[src/rtl/nearest_neighbor_sprite_scaler_macros.svh]
// ----------------------------------------------------------------------------
// Assertion macros for the sprite scaler
// Concurrent checks that vanish when SYNTH is defined.
// ----------------------------------------------------------------------------
`ifndef NEAREST_NEIGHBOR_SPRITE_SCALER_MACROS_SVH
`define NEAREST_NEIGHBOR_SPRITE_SCALER_MACROS_SVH
`ifndef SYNTH
// Same-cycle implication under reset
`define NNSS_ASSERT_SAME(label, clk, rst_n, ante, cons, msg) \
  label: assert property (@(posedge clk) disable iff (!rst_n) (ante) |-> (cons)) \
    else $error(msg);
// Next-cycle implication under reset
`define NNSS_ASSERT_NEXT(label, clk, rst_n, ante, cons, msg) \
  label: assert property (@(posedge clk) disable iff (!rst_n) (ante) |=> (cons)) \
    else $error(msg);
`else
`define NNSS_ASSERT_SAME(label, clk, rst_n, ante, cons, msg)
`define NNSS_ASSERT_NEXT(label, clk, rst_n, ante, cons, msg)
`endif
`endif

[src/rtl/nnss_pkg.sv]
// ----------------------------------------------------------------------------
// Sprite scaler package
// Field widths, register indexes, reset values and the pixel type.
// ----------------------------------------------------------------------------
package nnss_pkg;

  localparam int SIZE_W     = 7;
  localparam int AREA_W     = 9;
  localparam int COORD_W    = 10;
  localparam int CHAN_W     = 8;
  localparam int PROD_W     = AREA_W + SIZE_W;
  localparam int CFG_IDX_W  = 3;
  localparam int CFG_DATA_W = 9;

  // Register indexes of the configuration port
  localparam logic [CFG_IDX_W-1:0] REG_SPRITE_SIZE = 3'd0;
  localparam logic [CFG_IDX_W-1:0] REG_AREA_WIDTH  = 3'd1;
  localparam logic [CFG_IDX_W-1:0] REG_AREA_HEIGHT = 3'd2;
  localparam logic [CFG_IDX_W-1:0] REG_ORIGIN_X    = 3'd3;
  localparam logic [CFG_IDX_W-1:0] REG_ORIGIN_Y    = 3'd4;

  // Reset values of the registers
  localparam logic [SIZE_W-1:0] RST_SPRITE_SIZE = 7'd16;
  localparam logic [AREA_W-1:0] RST_AREA_WIDTH  = 9'd200;
  localparam logic [AREA_W-1:0] RST_AREA_HEIGHT = 9'd200;
  localparam logic [AREA_W-1:0] RST_ORIGIN_X    = 9'd50;
  localparam logic [AREA_W-1:0] RST_ORIGIN_Y    = 9'd50;

  localparam logic [CHAN_W-1:0] ALPHA_THRESHOLD = 8'd127;

  // One stored sprite pixel, red in the low byte
  typedef struct packed {
    logic [CHAN_W-1:0] alpha;
    logic [CHAN_W-1:0] blue;
    logic [CHAN_W-1:0] green;
    logic [CHAN_W-1:0] red;
  } pixel_t;

endpackage

[src/rtl/nnss_div.sv]
// ----------------------------------------------------------------------------
// Iterative restoring divider
// One quotient bit per cycle; the quotient is known to fit in QW bits.
// ----------------------------------------------------------------------------
module nnss_div
  import nnss_pkg::*;
#(
  parameter int QW = 6
) (
  input  logic                 clk_i,
  input  logic                 rst_ni,
  input  logic                 start_i,
  input  logic [AREA_W+QW-1:0] dividend_i,
  input  logic [AREA_W-1:0]    divisor_i,
  output logic [QW-1:0]        quotient_o,
  output logic                 done_o
);

  localparam int RW = AREA_W + QW;
  localparam int CW = $clog2(QW + 1);

  logic [RW-1:0] rem_q, rem_d;
  logic [RW-1:0] dsr_q, dsr_d;
  logic [QW-1:0] quo_q, quo_d;
  logic [CW-1:0] cnt_q, cnt_d;
  logic          fits;

  // Trial subtract of the shifted divisor
  always_comb begin
    fits  = rem_q >= dsr_q;
    rem_d = rem_q;
    dsr_d = dsr_q;
    quo_d = quo_q;
    cnt_d = cnt_q;
    if (start_i) begin
      rem_d = dividend_i;
      dsr_d = RW'(divisor_i) << (QW - 1);
      quo_d = '0;
      cnt_d = '0;
    end else if (!done_o) begin
      rem_d = fits ? rem_q - dsr_q : rem_q;
      dsr_d = dsr_q >> 1;
      quo_d = QW'({quo_q, fits});
      cnt_d = cnt_q + CW'(1);
    end
  end

  // Hold the iteration state
  always_ff @(posedge clk_i or negedge rst_ni) begin
    if (!rst_ni) begin
      cnt_q <= CW'(QW);
      rem_q <= '0;
      dsr_q <= '0;
      quo_q <= '0;
    end else begin
      cnt_q <= cnt_d;
      rem_q <= rem_d;
      dsr_q <= dsr_d;
      quo_q <= quo_d;
    end
  end

  assign done_o     = cnt_q == CW'(QW);
  assign quotient_o = quo_q;

endmodule

[config.mk]
export PLATFORM = sky130hd
export DESIGN_NAME = nnss_div
export DESIGN_NICKNAME = d
export VERILOG_FILES = /design/src/rtl/nearest_neighbor_sprite_scaler_macros.svh /design/src/rtl/nnss_pkg.sv /design/src/rtl/nnss_div.sv
export SDC_FILE = /design/constraint.sdc
export NUM_CORES = 1
export LEC_CHECK = 0
export BUFFER_PORTS_ARGS = -buffer_cell sky130_fd_sc_hd__buf_2
export CAP_MARGIN = 25
export CORE_AREA = 2 2 68 76
export CTS_CLUSTER_DIAMETER = 40
export DETAILED_ROUTE_END_ITERATION = 6
export DIE_AREA = 0 0 70 78
export GPL_TIMING_DRIVEN = 0
export MAX_ROUTING_LAYER = met4
export PLACE_DENSITY = 0.77
export RECOVER_POWER = 100
export SLEW_MARGIN = 40
export SYNTH_ARGS = -nofsm -noshare
export SYNTH_HDL_FRONTEND = slang
export SYNTH_SLANG_ARGS = --single-unit
export TNS_END_PERCENT = 5
[constraint.sdc]
create_clock -name clk_i -period 4.38 [get_ports clk_i]
set_input_delay 0.219 -clock clk_i [delete_from_list [all_inputs] [get_ports clk_i]]
set_output_delay 0.219 -clock clk_i [all_outputs]
set_load 0.02 [all_outputs]
Word level (Yosys, flattened, before mapping)
Index checks and enable logic that the tools add are counted.

storage, ports and cells
  bits in registers = 39
  bits in latches = 0
  memory bits (writable) = 0
  ROM bits = 0
  input bits = 27
  output and inout port bits = 7
  logic and storage cells = 20
  memories kept = 0

operators by class
  add/sub/neg operators = 2
  multipliers = 0
  div/mod/pow operators = 0
  magnitude comparators = 1
  equal/unequal tests = 2
  shift operators = 0
  muxes and demuxes = 9
  bitwise operators = 0
  reductions and logical operators = 2

operators with widths
  operator               count
  $mux W15               5
  $ge A15 B15 Y1         1
  $sub A15 B15 Y15       1
  $mux W6                2
  $mux W3                2
  $add A3 B1 Y3 const B  1
  $eq A3 B3 Y1 const B   1
  $ne A2 B2 Y1 const B   1
  $reduce_and A2 Y1      1
  $reduce_bool A2 Y1     1

Logic depth before layout (Yosys ltp)
  depth in word-level cells = 4
  depth in mapped cells = 11
  gate-level depth less buffers = 10

Worst setup path after synthesis
No wires, ideal clock.

  path kind = reg2reg
  start = register rem_q[6]
  end = register rem_q[10]
  library setup time = 0.125 ns
  data arrival time = 2.352 ns
  data required time = 4.255 ns
  path slack = 1.903 ns
  cell stages (with the launch flop) = 10
  path buffers = 1
  clock period less this slack = 2.477 ns
  cells stage by stage = dfrtp_1 -> ha_1 -> a21o_1 -> a311oi_1 -> nor2_1 -> o41ai_2 -> a21oi_1 -> buf_6 -> mux2_4 -> mux2_2

between the ends
  longest elaborated chain between the ends = 4
  elaborated cells on any way between the ends = 7
  those cells by class = 1 x add/sub; 1 x order compare; 3 x mux; 2 x reduce/logical

ends and longest elaborated chain
  element                 line            source
  from (decl)             nnss_div.sv:22  logic [RW-1:0] rem_q, rem_d;
  from (signal assigned)  nnss_div.sv:57  rem_q <= rem_d;
  $sub A15 B15 Y15        nnss_div.sv:41  rem_d = fits ? rem_q - dsr_q : rem_q;
  $mux W15                nnss_div.sv:41
  $mux W15                nnss_div.sv:40  end else if (!done_o) begin
  $mux W15                nnss_div.sv:35  if (start_i) begin

Several ways; a longest one is shown, not always the timed one. The select of a mux whose other input is x is not followed.
A chain may end at the register's enable or synchronous reset.

Worst setup path in the final report
  start = register dsr_q[7]
  end = register rem_q[11]

between the ends
  longest elaborated chain between the ends = 4
  elaborated cells on any way between the ends = 7
  those cells by class = 1 x add/sub; 1 x order compare; 3 x mux; 2 x reduce/logical

ends and longest elaborated chain
  element                 line            source
  from (decl)             nnss_div.sv:23  logic [RW-1:0] dsr_q, dsr_d;
  from (signal assigned)  nnss_div.sv:58  dsr_q <= dsr_d;
  $sub A15 B15 Y15        nnss_div.sv:41
  $mux W15                nnss_div.sv:41
  $mux W15                nnss_div.sv:40
  $mux W15                nnss_div.sv:35

Several ways; a longest one is shown, not always the timed one. The select of a mux whose other input is x is not followed.

==> implementation parameters <==
Parameter                              Value

Status
  Result of the run    finished, violations left
  Violated checks    max-capacitance violations, max-slew violations

Place
  Final weighted congestion of routability-driven global placement    0.881
  Half-perimeter wire length after detailed placement    4030 um
  Number of port buffers    32

Cells and area
  Area growth syn-to-layout    12.4%
  N_diodes    0
  Layout cell share with drive strength beyond 1    0.119
  Share of the core filled with cells    0.596
  Net count of the finished layout    362

Worst setup path
  Crit-path max cell delay    0.56 ns
  Data arrival, critical path    3.41 ns
  Worst setup path category    reg -> reg
  Cell count of the worst reg-to-reg path    11
  Sequence of cells on the critical path    inv_1 > ha_1 > and4_1 > o2111ai_1 > a21oi_1 > o41ai_1 > a21oi_1 > clkbuf_1 > buf_4 > mux2i_1 > mux2i_1
  Required time at the endpoint of the critical path    about 4.5 ns
  Dominant delay contributor by cell family on the critical path    buffers and inverters
  CP Launch Type    flop
  Endpoint kind of the worst setup timing path    flop
  RR Startpoint    dsr_q[7]$_DFFE_PN0P_
  Capture instance of the worst register-to-register path    rem_q[11]$_DFFE_PN0P_
  Register-to-Register Setup Slack    between 1 and 1.5 ns
  Master of the slowest instance on the critical path    sky130_fd_sc_hd__clkbuf_1
  Largest fanout on the critical path    10
  Buffers plus inverters on the worst setup path    3

Pwr
  Ratio of total power to cell area    slightly below 600 mW/mm2
  Static Leakage    between 1 and 1.5 nW
  Total power after layout    roughly 1.6 mW
  Worst-case vdd ir drop    approximately 0.27 mV

Detailed routing
  DR pass1 iterations    4
  Wire length after detailed routing    around 5500 um
  Post-route DRC violation count    0
  Post-DRT Antenna Nets    0
  Detailed-route via count    ~2100
  Detail-routed net length per standard cell    14.8 um
  Initial DRC count    99
  Vias per cell    5.59

CTS
  Register clock-pin slew on the reported worst setup and hold paths    0.08 ns
  Maximum buffer depth of the clock tree    2
  # Post-CTS Setup Buffers    0
  Later-pin clock latency in the skew report    around 0.3 ns
  H-tree depth    2
  Clock buffers created by TritonCTS    5
  Clock Sink Count    38
  Clock tree from TritonCTS    done
  Buffer type at the clock tree root    sky130_fd_sc_hd__clkbuf_8
  Total of cells resized after clock tree synthesis    0

Timing
  Final Hold Violating Endpoints    0
  Final Max Slew Viols    39
  Post-route clock period utilization    0.743
  Worst slew pin tran    about 2.1 ns
  Final Critical Period    3.25 ns
  Unrepaired setup endpoints after global routing    no
  Sum of negative setup slack    0 ns
  Max Freq    307 MHz
  Final-report setup violation count    0
  Tightest slew margin relative to the limit    -0.373
  Worst-case clock skew    0.0100 ns

Logic synthesis
  Number of library cell types mapped by synthesis    45
  Area of the mapped netlist    around 0.0025 mm2
  Synthesized area per cell    just under 9 um2
  Part of the Yosys area used for sequential elements    0.389
  Net count of the mapped netlist    between 300 and 400
  Synth Flop Type    sky130_fd_sc_hd__dfrtp_1
  Synthesized netlist cell count    roughly 280
  YS warnings    0
  Post-synth EDFFs    0
  Yosys reg bits    38
  Fraction of synthesis flops using an asynchronous set or reset pin    1.00

GRT
  GR Util All Layers    0.225
  Antenna violations before repair    0
  Vias in the first global route    2146
  Pin count of the biggest net entering global routing    39
  GRT Residual Overflow    0
  First-pass GRT wire length    about 9500 um

Die
  Die boundary height    roughly 80 um
  Die area    around 0.0055 mm2
  Core region area    0.00462 mm2
  Std cell rows    26
  Die W    around 70 um
  I/O pins    34
  Initial standard-cell utilization of the core    0.531

Worst hold path
  Type of the tightest min-delay check    in -> reg
  Hold Path Origin    dividend_i[5]
  Depth of the worst hold-timing path    3
  WHS Endpoint    rem_q[5]$_DFFE_PN0P_

Job
  Number of maximum-capacitance violations    1
cell families (layout without fill, tap and decap cells):
kind of cell | after synthesis | after routing | synth area share
AOI/OAI and AO/OA | 70 | 70 | 0.182
muxes | 21 | 21 | 0.0893
buffers and inverters | 33 | 74 | 0.0551
and+or+nand+nor | 89 | 89 | 0.159
adders and majority gates | 17 | 17 | 0.0898
DFF | 38 | 38 | 0.389
xor gates and xnor gates | 10 | 10 | 0.0357
final cells by class:
class | count | area [um2]
timing repair buffer | 33 | 160
fill | 423 | 1870
clock buffer | 6 | 82.6
multi-input combinational | 207 | 1350
inverter | 21 | 78.8
clock inverter | 2 | 12.5
buffer | 12 | 48.8
tap | 56 | 70.1
sequential | 38 | 953
layer usage:
layer	track usage	vias up	wire length [um]
li1	-	1053	-
met1	0.260	987	2440
met2	0.380	45	2730
met3	0.0403	13	213
met4	0.104	0	148
met5	-	-	0
synthesized netlist by cell type (3+ instances only):
master	instances	area share
sky130_fd_sc_hd__mux2_2	3	0.014
sky130_fd_sc_hd__o21ai_0	22	0.045
sky130_fd_sc_hd__a21o_1	3	0.0092
sky130_fd_sc_hd__nor3_1	6	0.012
sky130_fd_sc_hd__o31ai_1	3	0.0092
sky130_fd_sc_hd__nand2_1	49	0.075
sky130_fd_sc_hd__dfrtp_1	36	0.37
sky130_fd_sc_hd__xor2_1	3	0.011
sky130_fd_sc_hd__clkbuf_1	8	0.012
sky130_fd_sc_hd__xnor2_1	7	0.025
sky130_fd_sc_hd__o311ai_0	3	0.011
sky130_fd_sc_hd__mux2i_1	17	0.069
sky130_fd_sc_hd__nand3_1	3	0.0061
sky130_fd_sc_hd__o211ai_1	3	0.0092
sky130_fd_sc_hd__nor2b_1	4	0.010
sky130_fd_sc_hd__nor2_1	17	0.026
sky130_fd_sc_hd__inv_1	20	0.031
sky130_fd_sc_hd__ha_1	16	0.082
sky130_fd_sc_hd__a21oi_1	21	0.043
stage by stage:
step	hold slack (ns)	setup WS, ns	cell area (um2)	cells
global route	0.129	0.845	2750	375
global placement	0.369	1.70	2680	366
detailed placement	0.219	1.64	2680	366
CTS	0.124	1.62	2790	375
finish	0.119	1.13	2750	375
floorplan	-0.0766	1.90	2450	278
report_power, final:
part           switching (mW)  internal [mW]  total [mW]
combinational           0.484          0.397       0.881
sequential             0.0549          0.434       0.489
clock                   0.131          0.127       0.258
total                   0.670          0.958        1.63
repair_timing:
| item | 4_1_cts | 5_1_grt |
|---|---|---|
| hold buffers | 1 | 0 |
| hold endpoints to repair | 36 | 0 |
| setup endpoints to repair | 0 | 0 |
worst reg2reg max path, cell delays in order (launching register included):
cell and delay [ns]:
sky130_fd_sc_hd__dfrtp_1 0.38, sky130_fd_sc_hd__inv_1 0.07, sky130_fd_sc_hd__ha_1 0.40, sky130_fd_sc_hd__and4_1 0.28, sky130_fd_sc_hd__o2111ai_1 0.13, sky130_fd_sc_hd__a21oi_1 0.32
sky130_fd_sc_hd__o41ai_1 0.13, sky130_fd_sc_hd__a21oi_1 0.22, sky130_fd_sc_hd__clkbuf_1 0.56, sky130_fd_sc_hd__buf_4 0.32, sky130_fd_sc_hd__mux2i_1 0.23, sky130_fd_sc_hd__mux2i_1 0.09
state kept, by name (all words and copies together) (netlist names):
| register | flops |
|---|---|
| quotient_o | 6 |
| cnt_q | 3 |
| dsr_q | 14 |
| rem_q | 15 |
cells in the final DEF, fill, tap and decap left out, types with 7 or more instances in the layout:
master | Yosys | final
sky130_fd_sc_hd__buf_2 | 0 | 24
sky130_fd_sc_hd__dfrtp_1 | 36 | 36
sky130_fd_sc_hd__ha_1 | 16 | 16
sky130_fd_sc_hd__mux2i_1 | 17 | 17
sky130_fd_sc_hd__inv_1 | 20 | 21
sky130_fd_sc_hd__nand2_1 | 49 | 49
sky130_fd_sc_hd__a21oi_1 | 21 | 22
sky130_fd_sc_hd__o21ai_0 | 22 | 22
sky130_fd_sc_hd__xnor2_1 | 7 | 7
sky130_fd_sc_hd__nor2_1 | 17 | 17
sky130_fd_sc_hd__clkbuf_1 | 8 | 18
worst max-delay path by stage:
| stage | from | to | cells past startpoint |
|---|---|---|---|
| floorplan | rem_q[6]$_DFFE_PN0P_ | rem_q[10]$_DFFE_PN0P_ | 9 |
| finish | dsr_q[7]$_DFFE_PN0P_ | rem_q[11]$_DFFE_PN0P_ | 11 |
| global placement | dsr_q[7]$_DFFE_PN0P_ | rem_q[10]$_DFFE_PN0P_ | 10 |
| detailed placement | dsr_q[7]$_DFFE_PN0P_ | rem_q[10]$_DFFE_PN0P_ | 10 |
| CTS | dsr_q[7]$_DFFE_PN0P_ | rem_q[10]$_DFFE_PN0P_ | 10 |
| global route | dsr_q[7]$_DFFE_PN0P_ | rem_q[8]$_DFFE_PN0P_ | 11 |
Power figures use the tool's default switching activity.
